$ cat config.mk
export PLATFORM = sky130hd
export DESIGN_NAME = trs_cfg
export DESIGN_NICKNAME = d
export VERILOG_FILES = /design/src/rtl/trs_point_transform_defines.svh /design/src/rtl/trs_pkg.sv /design/src/rtl/trs_cfg.sv
export SDC_FILE = /design/constraint.sdc
export NUM_CORES = 1
export LEC_CHECK = 0
export ABC_AREA = 1
export BUFFER_PORTS_ARGS = -buffer_cell sky130_fd_sc_hd__buf_2
export CORE_ASPECT_RATIO = 0.6
export CORE_UTILIZATION = 50
export CTS_BUF_LIST = sky130_fd_sc_hd__clkbuf_4 sky130_fd_sc_hd__clkbuf_8
export CTS_CLUSTER_DIAMETER = 200
export DETAILED_ROUTE_END_ITERATION = 12
export PLACE_DENSITY = 0.79
export SETUP_SLACK_MARGIN = 0.05
export SLEW_MARGIN = 20
export SYNTH_ARGS = -nofsm -noshare
export SYNTH_HDL_FRONTEND = slang
export SYNTH_SLANG_ARGS = --single-unit
$ cat constraint.sdc
create_clock -name i_clk -period 1.9 [get_ports i_clk]
set_clock_uncertainty 0.2 [all_clocks]
set_input_delay 0.57 -clock i_clk [delete_from_list [all_inputs] [get_ports i_clk]]
set_output_delay 0.57 -clock i_clk [all_outputs]
set_load 0.02 [all_outputs]
$ cat src/rtl/trs_point_transform_defines.svh
// ---------------------------------------------------------------------------
// Assertion macros for the point transform block
// Shared property forms; every use is clocked on i_clk, off during reset.
// ---------------------------------------------------------------------------
`ifndef TRS_POINT_TRANSFORM_DEFINES_SVH
`define TRS_POINT_TRANSFORM_DEFINES_SVH

// same-cycle implication
`define TRS_ASSERT_IMP(lbl, ante, cons, msg) \
    lbl: assert property (@(posedge i_clk) disable iff (!i_rst_n) (ante) |-> (cons)) \
        else $error(msg);

// next-cycle implication
`define TRS_ASSERT_NXT(lbl, ante, cons, msg) \
    lbl: assert property (@(posedge i_clk) disable iff (!i_rst_n) (ante) |=> (cons)) \
        else $error(msg);

`endif

$ cat src/rtl/trs_pkg.sv
// ---------------------------------------------------------------------------
// trs_pkg
// Widths, register codes and the transform register set of the point
// transform pipeline.
// ---------------------------------------------------------------------------
`timescale 1ns / 1ps

package trs_pkg;

    localparam int CW     = 32;   // coordinate, Q16.16
    localparam int QW     = 16;   // quaternion part, Q1.14; also Q8.8 scale
    localparam int PW     = 48;   // coordinate times scale
    localparam int SW     = 40;   // scaled coordinate
    localparam int MW1    = 56;   // quat part times scaled coordinate
    localparam int TW     = 43;   // t = 2 * round(u x s)
    localparam int MW2    = 59;   // quat part times t
    localparam int AW     = 45;   // rounded rotation terms
    localparam int RW     = 47;   // sum before clamp
    localparam int NSTG   = 9;    // pipeline register stages
    localparam int IDXW   = 3;
    localparam int CFGW   = 48;

    // cross product operand order: c[i] = u[NXT]*v[PRV] - u[PRV]*v[NXT]
    localparam int unsigned NXT [3] = '{1, 2, 0};
    localparam int unsigned PRV [3] = '{2, 0, 1};

    localparam logic [QW-1:0] QUAT_W_RST = 16'h4000;   // 1.0
    localparam logic [QW-1:0] SCALE_ONE  = 16'h0100;   // 1.0

    typedef enum logic [IDXW-1:0] {
        REG_QUAT_W   = 3'd0,
        REG_QUAT_X   = 3'd1,
        REG_QUAT_Y   = 3'd2,
        REG_QUAT_Z   = 3'd3,
        REG_SCALE    = 3'd4,
        REG_OFFSET_X = 3'd5,
        REG_OFFSET_Y = 3'd6,
        REG_OFFSET_Z = 3'd7
    } t_reg_idx;

    typedef struct packed {
        logic [QW-1:0]        qw;
        logic [2:0][QW-1:0]   qu;     // x, y, z at 0, 1, 2
        logic [2:0][QW-1:0]   sc;
        logic [2:0][CW-1:0]   off;
    } t_xform;

endpackage

$ cat src/rtl/trs_cfg.sv
// ---------------------------------------------------------------------------
// trs_cfg
// Transform register set, written through the configuration channel.
// ---------------------------------------------------------------------------
`timescale 1ns / 1ps

module trs_cfg (
    input  logic                        i_clk,
    input  logic                        i_rst_n,
    input  logic                        i_cfg_valid,
    input  logic [trs_pkg::IDXW-1:0]    i_cfg_index,
    input  logic [trs_pkg::CFGW-1:0]    i_cfg_data,
    output trs_pkg::t_xform             o_xform
);

    trs_pkg::t_xform r_xform;
    trs_pkg::t_xform n_xform;

    always_comb begin
        n_xform = r_xform;
        if (i_cfg_valid) begin
            unique case (trs_pkg::t_reg_idx'(i_cfg_index))
                trs_pkg::REG_QUAT_W:   n_xform.qw     = i_cfg_data[trs_pkg::QW-1:0];
                trs_pkg::REG_QUAT_X:   n_xform.qu[0]  = i_cfg_data[trs_pkg::QW-1:0];
                trs_pkg::REG_QUAT_Y:   n_xform.qu[1]  = i_cfg_data[trs_pkg::QW-1:0];
                trs_pkg::REG_QUAT_Z:   n_xform.qu[2]  = i_cfg_data[trs_pkg::QW-1:0];
                trs_pkg::REG_SCALE:    n_xform.sc     = i_cfg_data;
                trs_pkg::REG_OFFSET_X: n_xform.off[0] = i_cfg_data[trs_pkg::CW-1:0];
                trs_pkg::REG_OFFSET_Y: n_xform.off[1] = i_cfg_data[trs_pkg::CW-1:0];
                trs_pkg::REG_OFFSET_Z: n_xform.off[2] = i_cfg_data[trs_pkg::CW-1:0];
            endcase
        end
    end

    always_ff @(posedge i_clk) begin
        if (!i_rst_n) begin
            r_xform.qw  <= trs_pkg::QUAT_W_RST;
            r_xform.qu  <= '0;
            r_xform.sc  <= {3{trs_pkg::SCALE_ONE}};
            r_xform.off <= '0;
        end else begin
            r_xform <= n_xform;
        end
    end

    assign o_xform = r_xform;

endmodule

==> impl_metrics.tcl <==
set metrics [dict create \
    track_usage_pct 30.4 \
    arrival_ps 1050 \
    clk_pin_slew_ps 70 \
    ys_seq_elements 208 \
    leakagePower_nw 5.38 \
    syn_area_sq_mm 0.00814 \
    final_max_slew_viol_count 0 \
    finalCritPeriodShare_pct 95.7 \
    yosys.area.top_type_share_pct 51.2 \
    fmax_mhz 550 \
    crit_family "flip-flops" \
    whs_ps 26.9 \
    die-width_um 167 \
    rows 35 \
    worstSetupStartpoint "o_xform[133]" \
    grtUsageMet1_pct 44.4 \
    yosys_warnings 0 \
    start_util_pct 52.0 \
    gr-total-overflow 0 \
    cts_buffers 30 \
    synth_fa_ha_area_share_pct 0 \
    area_delta_synth_final_pct 38.6 \
    cp_slowest_cell "dfxtp_1" \
    setup_viol 0 \
    drive_above_1_share_pct 33.1 \
    maxCapViolCount 0 \
    final_cells 1654 \
    finalCriticalPeriod_ps 1820 \
    p_switching_w 0.00265 \
    antenna_found_initial 0 \
    drc 0 \
    startpoint_type "register" \
    worstPathCellList "buf_2" \
    hold_viol 0 \
    largest_register_ff_count 208 \
    grt_max_degree 65 \
    seq_area_sq_mm 0.00431 \
    worstMarginPinSlew_ps 535 \
    core_area_sq_mm 0.0156 \
    clock_sinks 208 \
    critPathMaxStageDelay_ps 340 \
    final_area_sq_mm 0.0113 \
    num_vias 8588 \
    cts_hold_buf 0 \
    ir_worst_vdd_mv 0.485 \
    die_y_um 101 \
    max-clock-path-buffers 3 \
    wl_mm 26.7 \
    synthSimpleGateAreaFrac_pct 42.5 \
    totalNegativeSetupSlack_ps 0 \
    multiInputGateArea_sq_mm 0.00350 \
    hold_path_class "primary input to register" \
    cp_max_fo 2 \
    yosys.area.top_type "dfxtp_1" \
    endpoint_kind "primary output" \
    avgSynthCellArea_sq_um 6.94 \
    avgRoutedWirePerCell_um 16.2 \
    critPathBufInv 1 \
    busiest_layer "met2" \
    clockPowerShare_pct 39.0 \
    synth_compound_area_share_pct 0 \
    combPwrFrac_pct 13.6 \
    cp.required_ps 1130 \
    synthTopCellsByArea "dfxtp_1, nor2_1, nand2_1" \
    hpwl_mm 18.0 \
    ant_nets 0 \
    io_buffers 261 \
    synth_xor_area_share_pct 0 \
    p_sw_share_pct 27.2 \
    nets 1481 \
    antenna_cells 0 \
    ys_seq_area_share_pct 51.2 \
    grt_pass1_vias 7471 \
    synth_top_family_by_area "simple AND/OR/NAND/NOR gates" \
    placedCellCount 1597 \
    status "finished, final reports clean" \
    hold_path.startpoint "i_cfg_data[40]" \
    first_iter_violations 905 \
    cts_tree "yes" \
    seqPwrFrac_pct 47.4 \
    synth_fp_nets 1227 \
    avgViaCountPerCell 5.19 \
    muxShareOfSynthArea_pct 0 \
    ios 262 \
    synth_cell_types 12 \
    clockRootBuffer "clkbuf_8" \
    slew_headroom_pct 64.3 \
    dpl_cell_area_sq_mm 0.00992 \
    h-tree-depth 1 \
    n_fill_cell 1231 \
    grt.met2_usage_pct 45.9 \
    first_pass_iters 5 \
    grt_use_met3_pct 6.87 \
    power.internal_w 0.00710 \
    die_area_sq_mm 0.0168 \
    path_class "register to primary output" \
    grt_pass1_wl_mm 40.2 \
    powerDensity_mw_per_mm2 865 \
    clk_latency_ps 550 \
    gp_congestion 0.885 \
    r2r_start "o_xform[6]" \
    rsz0062_at_grt "yes" \
    syn_inst 1173 \
]
==> cells in the mapped netlist <==
cell type / instances
buf_2: 47
nand2_1: 252
dfxtp_1: 208
buf_4: 4
nor2_1: 415
inv_1: 38
nor2_4: 1
nand3_1: 161
clkbuf_1: 16
buf_1: 12
nand3b_1: 15
nor2_2: 4
==> kinds of logic (layout without fill, tap and decap cells) <==
family | after synthesis | in the layout
buf+inv | 117 | 395
flops | 208 | 208
simple gates | 848 | 848
==> through the flow <==
step	power (W)	setup WS [ps]	utilization, %
CTS	0.00969	50.1	69.1
finish	0.00976	82.5	72.1
floorplan	0.00542	246	-
global placement	0.00589	92.9	63.4
global route	0.0101	18.3	72.1
detailed placement	0.00591	70.1	63.4
==> final timing paths <==
kind	cells after the start	slack (ps)	endpoint
worst max-delay path	1	80	o_xform[133]
worst min-delay path	3	30	o_xform[136]
worst max register to register	3	1000	o_xform[6]
worst min register to register	2	280	o_xform[55]
==> power by group through the flow <==
stage               sequential (W)  clock, W  combinational, W
detailed placement         0.00469         0           0.00122
CTS                        0.00460   0.00383           0.00126
global placement           0.00469         0           0.00120
global route               0.00464   0.00406           0.00143
floorplan                  0.00487         0          0.000550
finish                     0.00462   0.00381           0.00133
==> area by class of cell <==
cell class	instances	share of cell area, %
timing repair buffer	301	21.4
inverter	38	1.28
sequential	208	38.2
clock inverter	6	0.288
clock buffer	50	5.55
multi-input combinational	848	31.0
tap	203	2.25
==> placed cells by master, fill, tap and decap left out, drive strengths merged <==
cell	Yosys	routed
nor2	420	420
buf	63	301
nand2	252	252
dfxtp	208	208
nand3	161	161
clkbuf	16	50
inv	38	37
nand3b	15	15
clkinv	0	6
clkinvlp	0	1
==> metal layers <==
metal	wire length (um)	up-vias
li1	-	4129
met5	0	-
met3	2840	32
met2	11600	467
met4	316	0
met1	12000	3960
==> repair_timing <==
item / 4_1_cts / 5_1_grt
setup buffers: 0 / 1
endpoints found under the setup margin: 77 / 154
gates resized for setup: 100 / 226
Note: power is estimated with default switching activity, not from simulation.
