### src/rtl/trs_point_transform_defines.svh
// ---------------------------------------------------------------------------
// Assertion macros for the point transform block
// Shared property forms; every use is clocked on i_clk, off during reset.
// ---------------------------------------------------------------------------
`ifndef TRS_POINT_TRANSFORM_DEFINES_SVH
`define TRS_POINT_TRANSFORM_DEFINES_SVH

// same-cycle implication
`define TRS_ASSERT_IMP(lbl, ante, cons, msg) \
    lbl: assert property (@(posedge i_clk) disable iff (!i_rst_n) (ante) |-> (cons)) \
        else $error(msg);

// next-cycle implication
`define TRS_ASSERT_NXT(lbl, ante, cons, msg) \
    lbl: assert property (@(posedge i_clk) disable iff (!i_rst_n) (ante) |=> (cons)) \
        else $error(msg);

`endif

### src/rtl/trs_pkg.sv
// ---------------------------------------------------------------------------
// trs_pkg
// Widths, register codes and the transform register set of the point
// transform pipeline.
// ---------------------------------------------------------------------------
`timescale 1ns / 1ps

package trs_pkg;

    localparam int CW     = 32;   // coordinate, Q16.16
    localparam int QW     = 16;   // quaternion part, Q1.14; also Q8.8 scale
    localparam int PW     = 48;   // coordinate times scale
    localparam int SW     = 40;   // scaled coordinate
    localparam int MW1    = 56;   // quat part times scaled coordinate
    localparam int TW     = 43;   // t = 2 * round(u x s)
    localparam int MW2    = 59;   // quat part times t
    localparam int AW     = 45;   // rounded rotation terms
    localparam int RW     = 47;   // sum before clamp
    localparam int NSTG   = 9;    // pipeline register stages
    localparam int IDXW   = 3;
    localparam int CFGW   = 48;

    // cross product operand order: c[i] = u[NXT]*v[PRV] - u[PRV]*v[NXT]
    localparam int unsigned NXT [3] = '{1, 2, 0};
    localparam int unsigned PRV [3] = '{2, 0, 1};

    localparam logic [QW-1:0] QUAT_W_RST = 16'h4000;   // 1.0
    localparam logic [QW-1:0] SCALE_ONE  = 16'h0100;   // 1.0

    typedef enum logic [IDXW-1:0] {
        REG_QUAT_W   = 3'd0,
        REG_QUAT_X   = 3'd1,
        REG_QUAT_Y   = 3'd2,
        REG_QUAT_Z   = 3'd3,
        REG_SCALE    = 3'd4,
        REG_OFFSET_X = 3'd5,
        REG_OFFSET_Y = 3'd6,
        REG_OFFSET_Z = 3'd7
    } t_reg_idx;

    typedef struct packed {
        logic [QW-1:0]        qw;
        logic [2:0][QW-1:0]   qu;     // x, y, z at 0, 1, 2
        logic [2:0][QW-1:0]   sc;
        logic [2:0][CW-1:0]   off;
    } t_xform;

endpackage

### src/rtl/trs_scale.sv
// ---------------------------------------------------------------------------
// trs_scale
// Stages 0-2: input register, per-axis scale multiply, round to Q16.16.
// ---------------------------------------------------------------------------
`timescale 1ns / 1ps

module trs_scale (
    input  logic                                i_clk,
    input  logic [2:0]                          i_ce,
    input  logic                                i_typ,
    input  logic [2:0][trs_pkg::CW-1:0]         i_vec,
    input  logic [2:0][trs_pkg::QW-1:0]         i_sc,
    output logic                                o_typ,
    output logic [2:0][trs_pkg::SW-1:0]         o_s
);

    localparam int PW = trs_pkg::PW;
    localparam int SW = trs_pkg::SW;

    logic                        r0_typ;
    logic [2:0][trs_pkg::CW-1:0] r0_vec;
    logic                        r1_typ;
    logic signed [PW-1:0]        r1_p [3];
    logic signed [PW-1:0]        n1_p [3];
    logic                        r2_typ;
    logic [2:0][SW-1:0]          r2_s;
    logic [2:0][SW-1:0]          n2_s;
    logic [PW:0]                 w_rs [3];

    always_comb begin
        for (int i = 0; i < 3; i++) begin
            n1_p[i] = $signed(r0_vec[i]) * $signed(i_sc[i]);
            // round half up, drop 8 fraction bits
            w_rs[i] = {r1_p[i][PW-1], r1_p[i]} + (PW+1)'(128);
            n2_s[i] = w_rs[i][SW+7:8];
        end
    end

    always_ff @(posedge i_clk) begin
        if (i_ce[0]) begin
            r0_typ <= i_typ;
            r0_vec <= i_vec;
        end
        if (i_ce[1]) begin
            r1_typ <= r0_typ;
            r1_p   <= n1_p;
        end
        if (i_ce[2]) begin
            r2_typ <= r1_typ;
            r2_s   <= n2_s;
        end
    end

    assign o_typ = r2_typ;
    assign o_s   = r2_s;

endmodule

### config.mk
export PLATFORM = sky130hd
export DESIGN_NAME = trs_scale
export DESIGN_NICKNAME = d
export VERILOG_FILES = /design/src/rtl/trs_point_transform_defines.svh /design/src/rtl/trs_pkg.sv /design/src/rtl/trs_scale.sv
export SDC_FILE = /design/constraint.sdc
export NUM_CORES = 2
export LEC_CHECK = 0
export ABC_AREA = 1
export ABC_CLOCK_PERIOD_IN_PS = 14300
export BUFFER_PORTS_ARGS = -buffer_cell sky130_fd_sc_hd__buf_2
export CORE_MARGIN = 3
export CORE_UTILIZATION = 25
export CTS_CLUSTER_DIAMETER = 60
export DETAILED_ROUTE_END_ITERATION = 6
export PLACE_DENSITY = 0.42
export SYNTH_ARGS = -nofsm -noshare
export SYNTH_HDL_FRONTEND = slang
export SYNTH_SLANG_ARGS = --single-unit
### constraint.sdc
create_clock -name i_clk -period 14.3 [get_ports i_clk]
set_clock_uncertainty 0.15 [all_clocks]
set_input_delay 0.715 -clock i_clk [delete_from_list [all_inputs] [get_ports i_clk]]
set_output_delay 0.715 -clock i_clk [all_outputs]
set_load 0.01 [all_outputs]
==> results.sh <==
export IMPL_status="finished clean"
export IMPL_antenna_found_initial=24
export IMPL_stdcell_count=12400
export IMPL_tightest_slew_ns=0.995
export IMPL_holdPathStages=1
export IMPL_slew_headroom=0.337
export IMPL_drt_total_wl_um=223000
export IMPL_coreArea_um2=278000
export IMPL_hold_path_class="in -> reg"
export IMPL_synth_edff_count=342
export IMPL_crit_required_ns=14.61
export IMPL_r2r_end="r1_p[27]"
export IMPL_drc=0
export IMPL_drt_initial_drc_count=2842
export IMPL_reg2reg_from="r0_vec[78]"
export IMPL_post_cts_buffers=0
export IMPL_htree_levels=2
export IMPL_die_w_um=535
export IMPL_wl_per_cell_um=18.0
export IMPL_ant_nets=0
export IMPL_cts_buffers_inserted=58
export IMPL_arrival_ns=7.05
export IMPL_die_area_um2=287000
export IMPL_grt_max_degree=77
export IMPL_synthesis_nets=10500
export IMPL_final_core_util=0.280
export IMPL_port_buffers=269
export IMPL_die_h_um=535
export IMPL_clock_sinks=342
export IMPL_hold_path_startpoint="i_vec[87]"
export IMPL_yosysUniqueCellTypes=45
export IMPL_drv_slew=0
export IMPL_tns_ns=0
export IMPL_first_pass_iters=7
export IMPL_startpoint_type="flop"
export IMPL_vias_per_cell=4.24
export IMPL_grt_pass1_wl_um=353000
export IMPL_final_hold_violation_count=0
export IMPL_dp_hpwl_um=183000
export IMPL_place_inst=12200
export IMPL_ys_seq_area_frac=0.147
export IMPL_cts_buffer_depth=3
export IMPL_start_util=0.252
export IMPL_path_max_fanout=16
export IMPL_drive_above_1_share=0.0535
export IMPL_grt_pass1_vias=58900
export IMPL_mostFrequentLayoutCell="inv_1"
export IMPL_via_count=52500
export IMPL_final_cell_mix="2508 x inv_1, 2217 x nand2_1, 1455 x fa_1, 420 x nor2_1, 342 x edfxtp_1"
export IMPL_synth_area_um2=70100
export IMPL_ios=270
export IMPL_area_growth_pct=11.0
export IMPL_hold_end="r0_vec[87]"
export IMPL_cts_root_buf="clkbuf_16"
export IMPL_ys_flop_type="edfxtp_1"
export IMPL_ys_ff_latch=342
export IMPL_crit_type="reg -> reg"
export IMPL_finalWeightedCongestion=0.880
export IMPL_maxCapViolations=0
export IMPL_async_flop_share=0
export IMPL_syn_inst=8517
export IMPL_worst_setup_path_end_kind="flop"
export IMPL_grt_util_all_layers=0.159
export IMPL_ff2ff_setup_slack_ns=7.56
export IMPL_cts_tree="built"
export IMPL_path_clk_slew_ns=0.06
export IMPL_worst_r2r_path_depth=18
export IMPL_period_share=0.471
export IMPL_fin_crit_ns=6.74
export IMPL_setup_violations=0
export IMPL_nNetsFinal=10600
export IMPL_grt_overflow=0
export IMPL_clkLatencyLatePin_ns=0.71
export IMPL_rsz0062_at_grt="false"
export IMPL_ys_warn_count=0
export IMPL_row_count=193
export IMPL_syn_avg_cell_area_um2=8.23
export IMPL_nFillCells=30300
export IMPL_max_freq_ghz=0.148
final cells by class:
| class | instances | area, µm² | area share |
|---|---|---|---|
| inverters | 2514 | 9440 | 0.121 |
| diodes | 8 | 20.0 | 0.000257 |
| multi-input cells | 5345 | 49200 | 0.632 |
| clock inverters | 46 | 462 | 0.00594 |
| clock buffers | 63 | 1470 | 0.0189 |
| repair buffers | 368 | 2330 | 0.0299 |
| flip-flops and latches | 342 | 10300 | 0.132 |
| well taps | 3705 | 4640 | 0.0596 |
layer usage:
metal	GRT usage	part of all wire	routed length (µm)
met1	0.217	0.46	103000
met5	0	0.00043	96
met2	0.272	0.48	106000
met4	0.0264	0.016	3500
met3	0.0192	0.044	9720
worst max-delay path by stage:
stage	startpoint	endpoint	cells after the start
5_1_grt	r0_vec[31]	r1_p[138]	18
3_5_place_dp	i_sc[4]	r1_p[138]	19
4_1_cts	r0_vec[90]	r1_p[30]	19
6_report	r0_vec[78]	r1_p[27]	18
3_3_place_gp	i_sc[33]	r1_p[43]	22
2_1_floorplan	i_sc[1]	r1_p[143]	19
critical path, stage by stage (launching register included):
cell,delay (ns)
edfxtp_1,0.98
nand2_1,0.18
fa_1,0.55
fa_1,0.54
fa_1,0.51
inv_1,0.05
fa_1,0.48
fa_1,0.51
inv_1,0.07
fa_1,0.50
inv_1,0.07
ha_1,0.40
nand2_1,0.16
nor2_1,0.35
nand2_1,0.11
a21oi_1,0.23
nor2_1,0.06
nand2_1,0.17
xor2_1,0.39
sequential cells by signal (all words and copies together) (netlist names):
signal  cells
r0_typ      1
r1_typ      1
o_s       120
r1_p      123
r0_vec     96
o_typ       1
repair_timing:
item	4_1_cts	5_1_grt
setup endpoints to repair	0	0
gates resized for setup	0	0
hold buffers	86	2
endpoints found under the hold margin	86	2
through the flow:
step           area [µm²]  hold WS [ns]  worst slack [ns]
2_1_floorplan       70100         0.250              8.24
4_1_cts             77700      0.000539              7.45
3_3_place_gp        75000         0.253              6.97
3_5_place_dp        75000         0.257              6.90
5_1_grt             77800     0.0000187              7.16
6_report            77800        0.0670              7.56
synthesized netlist by cell type, types with 2 or more instances:
library cell | n | area, µm²
o21bai_1 | 11 | 82.6
xnor2_1 | 72 | 631
clkbuf_1 | 315 | 1180
edfxtp_1 | 342 | 10300
nor2_2 | 13 | 81.3
nand3_1 | 141 | 706
fa_1 | 1455 | 29100
xor2_1 | 146 | 1280
or2_2 | 14 | 87.6
o211ai_1 | 2 | 15.0
o21ai_0 | 96 | 480
o21ai_1 | 2 | 10.0
o21a_1 | 13 | 97.6
nand2_4 | 3 | 33.8
nand2_2 | 25 | 156
nor2_1 | 420 | 1580
inv_1 | 2509 | 9420
nand3b_1 | 4 | 30.0
nand3_2 | 2 | 20.0
and2_1 | 3 | 18.8
inv_2 | 5 | 18.8
a21oi_1 | 180 | 901
a21o_1 | 9 | 67.6
nor4_1 | 18 | 113
nor3_1 | 51 | 255
a31oi_1 | 2 | 12.5
nor2_4 | 16 | 180
nor4_4 | 2 | 42.5
nand4_1 | 79 | 494
ha_1 | 336 | 4200
nand2_1 | 2217 | 8320
logic make-up (layout without fill, tap and decap cells):
kind of cell / Yosys count / count (layout) / synth area share
compound gates: 317 / 317 / 0.0241
xor+xnor: 218 / 218 / 0.0273
fa+ha+maj: 1791 / 1791 / 0.476
buf+inv: 2830 / 2991 / 0.152
flops: 342 / 342 / 0.147
other cells: 0 / 8 / 0
simple gates: 3019 / 3019 / 0.175
Power is not shown: default switching activity piles up to over one toggle a cycle in this logic, so the estimate is an artifact.
