$ cat config.mk
export PLATFORM = sky130hd
export DESIGN_NAME = trs_sat
export DESIGN_NICKNAME = d
export VERILOG_FILES = /design/src/rtl/trs_point_transform_defines.svh /design/src/rtl/trs_pkg.sv /design/src/rtl/trs_sat.sv
export SDC_FILE = /design/constraint.sdc
export NUM_CORES = 1
export LEC_CHECK = 0
export ABC_AREA = 1
export BUFFER_PORTS_ARGS = -buffer_cell sky130_fd_sc_hd__buf_4
export CAP_MARGIN = 0
export CELL_PAD_IN_SITES_DETAIL_PLACEMENT = 1
export CELL_PAD_IN_SITES_GLOBAL_PLACEMENT = 1
export CORE_ASPECT_RATIO = 0.7
export CORE_MARGIN = 1
export CORE_UTILIZATION = 25
export DETAILED_ROUTE_END_ITERATION = 16
export MAX_ROUTING_LAYER = met4
export PLACE_DENSITY = 0.56
export SYNTH_ARGS = -nofsm -noshare
export SYNTH_HDL_FRONTEND = slang
export SYNTH_SLANG_ARGS = --single-unit
$ cat constraint.sdc
create_clock -name i_clk -period 5.6 [get_ports i_clk]
set_input_delay 0.28 -clock i_clk [delete_from_list [all_inputs] [get_ports i_clk]]
set_output_delay 0.28 -clock i_clk [all_outputs]
set_load 0.02 [all_outputs]
$ cat src/rtl/trs_point_transform_defines.svh
// ---------------------------------------------------------------------------
// Assertion macros for the point transform block
// Shared property forms; every use is clocked on i_clk, off during reset.
// ---------------------------------------------------------------------------
`ifndef TRS_POINT_TRANSFORM_DEFINES_SVH
`define TRS_POINT_TRANSFORM_DEFINES_SVH

// same-cycle implication
`define TRS_ASSERT_IMP(lbl, ante, cons, msg) \
    lbl: assert property (@(posedge i_clk) disable iff (!i_rst_n) (ante) |-> (cons)) \
        else $error(msg);

// next-cycle implication
`define TRS_ASSERT_NXT(lbl, ante, cons, msg) \
    lbl: assert property (@(posedge i_clk) disable iff (!i_rst_n) (ante) |=> (cons)) \
        else $error(msg);

`endif

$ cat src/rtl/trs_pkg.sv
// ---------------------------------------------------------------------------
// trs_pkg
// Widths, register codes and the transform register set of the point
// transform pipeline.
// ---------------------------------------------------------------------------
`timescale 1ns / 1ps

package trs_pkg;

    localparam int CW     = 32;   // coordinate, Q16.16
    localparam int QW     = 16;   // quaternion part, Q1.14; also Q8.8 scale
    localparam int PW     = 48;   // coordinate times scale
    localparam int SW     = 40;   // scaled coordinate
    localparam int MW1    = 56;   // quat part times scaled coordinate
    localparam int TW     = 43;   // t = 2 * round(u x s)
    localparam int MW2    = 59;   // quat part times t
    localparam int AW     = 45;   // rounded rotation terms
    localparam int RW     = 47;   // sum before clamp
    localparam int NSTG   = 9;    // pipeline register stages
    localparam int IDXW   = 3;
    localparam int CFGW   = 48;

    // cross product operand order: c[i] = u[NXT]*v[PRV] - u[PRV]*v[NXT]
    localparam int unsigned NXT [3] = '{1, 2, 0};
    localparam int unsigned PRV [3] = '{2, 0, 1};

    localparam logic [QW-1:0] QUAT_W_RST = 16'h4000;   // 1.0
    localparam logic [QW-1:0] SCALE_ONE  = 16'h0100;   // 1.0

    typedef enum logic [IDXW-1:0] {
        REG_QUAT_W   = 3'd0,
        REG_QUAT_X   = 3'd1,
        REG_QUAT_Y   = 3'd2,
        REG_QUAT_Z   = 3'd3,
        REG_SCALE    = 3'd4,
        REG_OFFSET_X = 3'd5,
        REG_OFFSET_Y = 3'd6,
        REG_OFFSET_Z = 3'd7
    } t_reg_idx;

    typedef struct packed {
        logic [QW-1:0]        qw;
        logic [2:0][QW-1:0]   qu;     // x, y, z at 0, 1, 2
        logic [2:0][QW-1:0]   sc;
        logic [2:0][CW-1:0]   off;
    } t_xform;

endpackage

$ cat src/rtl/trs_sat.sv
// ---------------------------------------------------------------------------
// trs_sat
// Stages 7-8: final sum with optional translation, clamp to 32 bits.
// Stage 8 is the output register.
// ---------------------------------------------------------------------------
`timescale 1ns / 1ps

module trs_sat (
    input  logic                                i_clk,
    input  logic [1:0]                          i_ce,
    input  logic                                i_typ,
    input  logic [2:0][trs_pkg::SW-1:0]         i_s,
    input  logic [2:0][trs_pkg::AW-1:0]         i_a,
    input  logic [2:0][trs_pkg::AW-1:0]         i_b,
    input  logic [2:0][trs_pkg::CW-1:0]         i_off,
    output logic [2:0][trs_pkg::CW-1:0]         o_vec,
    output logic                                o_sat
);

    localparam int CW = trs_pkg::CW;
    localparam int SW = trs_pkg::SW;
    localparam int AW = trs_pkg::AW;
    localparam int RW = trs_pkg::RW;

    logic [2:0][RW-1:0] r7_r;
    logic [2:0][RW-1:0] n7_r;
    logic [2:0][CW-1:0] r8_vec;
    logic [2:0][CW-1:0] n8_vec;
    logic               r8_sat;
    logic               n8_sat;
    logic [RW-1:0]      w_off [3];
    logic [2:0]         w_hi;
    logic [2:0]         w_lo;

    always_comb begin
        for (int i = 0; i < 3; i++) begin
            w_off[i] = i_typ ? {{(RW-CW){i_off[i][CW-1]}}, i_off[i]} : '0;
            n7_r[i]  = {{(RW-SW){i_s[i][SW-1]}}, i_s[i]}
                     + {{(RW-AW){i_a[i][AW-1]}}, i_a[i]}
                     + {{(RW-AW){i_b[i][AW-1]}}, i_b[i]}
                     + w_off[i];
            // out of range when the bits above the sign are not all equal to it
            w_hi[i] = !r7_r[i][RW-1] && (|r7_r[i][RW-2:CW-1]);
            w_lo[i] =  r7_r[i][RW-1] && !(&r7_r[i][RW-2:CW-1]);
            priority if (w_hi[i]) begin
                n8_vec[i] = {1'b0, {(CW-1){1'b1}}};
            end else if (w_lo[i]) begin
                n8_vec[i] = {1'b1, {(CW-1){1'b0}}};
            end else begin
                n8_vec[i] = r7_r[i][CW-1:0];
            end
        end
        n8_sat = |(w_hi | w_lo);
    end

    always_ff @(posedge i_clk) begin
        if (i_ce[0]) begin
            r7_r <= n7_r;
        end
        if (i_ce[1]) begin
            r8_vec <= n8_vec;
            r8_sat <= n8_sat;
        end
    end

    assign o_vec = r8_vec;
    assign o_sat = r8_sat;

endmodule

==> summary.md <==
| Metric | Value |
|---|---|
| Sequential share of the synthesized area | `0.2534` |
| P_leak | `~20 nW` |
| Final setup fails | `0` |
| Endpoint class of the critical path | `flop` |
| Slowest-stage cell, CP | `fa_1` |
| FMAX | `286.3 MHz` |
| Flops & latches, synth | `about 240` |
| Worst path arrival time | `between 3 and 4 ns` |
| DR pass1 iterations | `7` |
| Pwr Total | `13.23 mW` |
| Longest Clk Path Bufs | `3` |
| Site row count | `102` |
| Worst Max-Slew Pin Slew | `approximately 1.1 ns` |
| First-pass GRT wire length | `approximately 160 mm` |
| Hold Vio Cnt, Final | `0` |
| Crit Path Max Fanout | `40` |
| Commonest non-fill, non-tap cell in the layout | `nand2_1` |
| Post-synth net total | `slightly below 5000` |
| H-tree Lvls | `2` |
| CP bufs+invs | `5` |
| Count of non-filler cells in the finished layout | `between 6000 and 7000` |
| Routed vias | `approximately 25000` |
| Slew Viols, Final | `0` |
| Die height | `between 200 and 300 um` |
| Worst EP required | `around 5.9 ns` |
| Design Area, Final | `~35000 um2` |
| RSZ-0062 raised after global routing | `no` |
| Pwr per Cell Area | `372.8 nW/um2` |
| Setup Skew | `0.02967 ns` |
| Die X | `~400 um` |
| DR DRC count | `0` |
| Initial antenna violation count | `1` |
| Critical Path Source Type | `primary input` |
| CP delay by family, top | `adder cells` |
| TritonCTS buffer count | `34` |
| Hold Buf Count CTS | `0` |
| Post-route minimum period | `3.492 ns` |
| 1st-iter DRT viols | `about 1100` |
| Vias per cell | `4.118` |
| Maxcap violations | `0` |
| Post-CTS Setup Inserts | `0` |
| Core region area | `about 110000 um2` |
| YS warnings | `0` |
| Clk slew on worst S/H paths | `around 0.060 ns` |
| Ports | `between 500 and 600` |
| Slowest cell delay on critical path | `0.48 ns` |
| Cell Area, Synth | `roughly 28000 um2` |
| Status | `complete, no violations` |
| Crit-path cells | `buf_4, buf_4, nand2_1, fa_1, inv_1, ha_1, inv_1, fa_1, inv_1, nand2_1, nand2_1, nand4_1, nand3_1, nand2_1, nand4_1, nand2_1` |
| GR Util All Layers | `0.1896` |
| Layout cells sized above 1 | `0.1743` |
| CTS sink count | `238` |
| Post-DP HPWL | `92.92 mm` |
| Placed Area | `roughly 34000 um2` |
| Area delta synth->final | `25.86%` |
| IO buf count | `586` |
| Placed Instances | `approximately 6000` |
| Initial cell density of the core | `0.2537` |
| Final antenna-violating net count | `0` |
| Vias in the first global route | `~27000` |
| GPL Wtd Cong | `slightly above 0.9` |
| CTS tree | `yes` |
| Max rail drop VDD | `~0.18 mV` |
| Total Wirelength | `between 100 and 150 mm` |
| Hold slack | `0.1338 ns` |
| Grt total ovfl | `0` |
| CTS resizes | `0` |
| Commonest cells after routing, fill and taps aside | `1376 x nand2_1, 1193 x inv_1, 595 x buf_4` |
| Syn Inst Count | `3961` |
| CTS Root Cell | `clkbuf_16` |
| CP Class | `in -> reg` |
| Netlist cell types | `33` |
| Clock Latency Late Sink | `~0.55 ns` |
| Final Cycle Share | `0.6236` |
| WL per Instance | `roughly 17 um` |
| Antenna Cells | `0` |
| Slew HR | `0.2574` |
| Pin count of the biggest net entering global routing | `53` |
| Full die area | `114200 um2` |
| Fin Setup TNS | `0 ns` |
| Final net count | `5462` |
| Most frequent CP cell | `nand2_1` |
| Hold Crit Class | `in -> reg` |
| Syn avg cell area | `between 7 and 8 um2` |
[power by group]
group | internal (mW) | switching (mW)
sequential | 3.00 | 0.290
clock | 1.30 | 0.868
combinational | 2.56 | 5.21
[layout make-up]
type | count | area (um2)
clock buffers | 40 | 873.3
multi-input cells | 2473 | 16320
fillers | 13813 | 75670
repair buffers | 596 | 4478
inverters | 1218 | 4572
flip-flops and latches | 238 | 7147
well taps | 1508 | 1887
clock inverters | 19 | 212.7
[per-stage QoR]
step / setup WS, ns / util
after floorplan: 2.326 / -
after global placement: 1.555 / 0.3095
after detailed placement: 1.513 / 0.3095
after CTS: 2.086 / 0.3193
after global routing: 1.810 / 0.3193
final: 2.108 / 0.3193
[layer usage]
metal  track usage  up-vias  part of all wire  wire length (um)
li1              -    12647                 -                 -
met1        0.2768    11899              0.52             54540
met2        0.2822      475              0.42             43890
met3       0.02670       64             0.046              4848
met4       0.02519        0             0.012              1213
met5             -        -                 0                 0
[path summary, 6_finish.rpt]
path | from | end | slack (ns) | cells past startpoint
worst max-delay path | i_typ | r7_r[45]$_DFFE_PP_ | 2.11 | 16
worst min-delay path | i_off[0] | r7_r[0]$_DFFE_PP_ | 0.13 | 4
worst max register to register | r7_r[86]$_DFFE_PP_ | o_sat$_DFFE_PP_ | 2.77 | 8
worst min register to register | r7_r[11]$_DFFE_PP_ | o_vec[11]$_SDFFCE_PP1P_ | 0.50 | 2
[sequential cells by signal, indices dropped and copies added (netlist names)]
register,flops
o_sat,1
o_vec,96
r7_r,141
[synth_stat cells (all sizes together)]
library cell,count,area share
clkbuf,14,0.0019
nand3b,5,0.0013
xnor2,11,0.0034
buf,18,0.0042
edfxtp,238,0.25
a21oi,83,0.015
or2,6,0.0013
a31oi,8,0.0018
nand3,132,0.028
ha,138,0.061
and2,4,0.00089
fa,273,0.19
xor2,67,0.021
nor3,14,0.0030
o21ai,6,0.0013
nor2,258,0.042
o31ai,1,0.00044
inv,1218,0.16
nand2,1406,0.19
nor4,14,0.0036
nand4,30,0.0067
o21bai,17,0.0045
[worst register-to-register path: cells and delay by family (launching register included)]
family / cells / cell delay [ns]
and+or+nand+nor: 7 / 1.76
buffers and inverters: 1 / 0.40
DFF: 1 / 0.39
[cell families (layout without fill, tap and decap cells)]
kind of cell             count (synthesis)  count (layout)  share of synthesized area
adder cells (fa/ha/maj)                411             411                     0.2550
flip-flops                             238             238                     0.2534
AO/OA/AOI/OAI                          115             115                    0.02294
AND/OR/NAND/NOR                       1869            1869                     0.2762
XOR/XNOR                                78              78                    0.02423
buffers and inverters                 1250            1873                     0.1682
No activity file was read; power rests on OpenSTA's default activity.
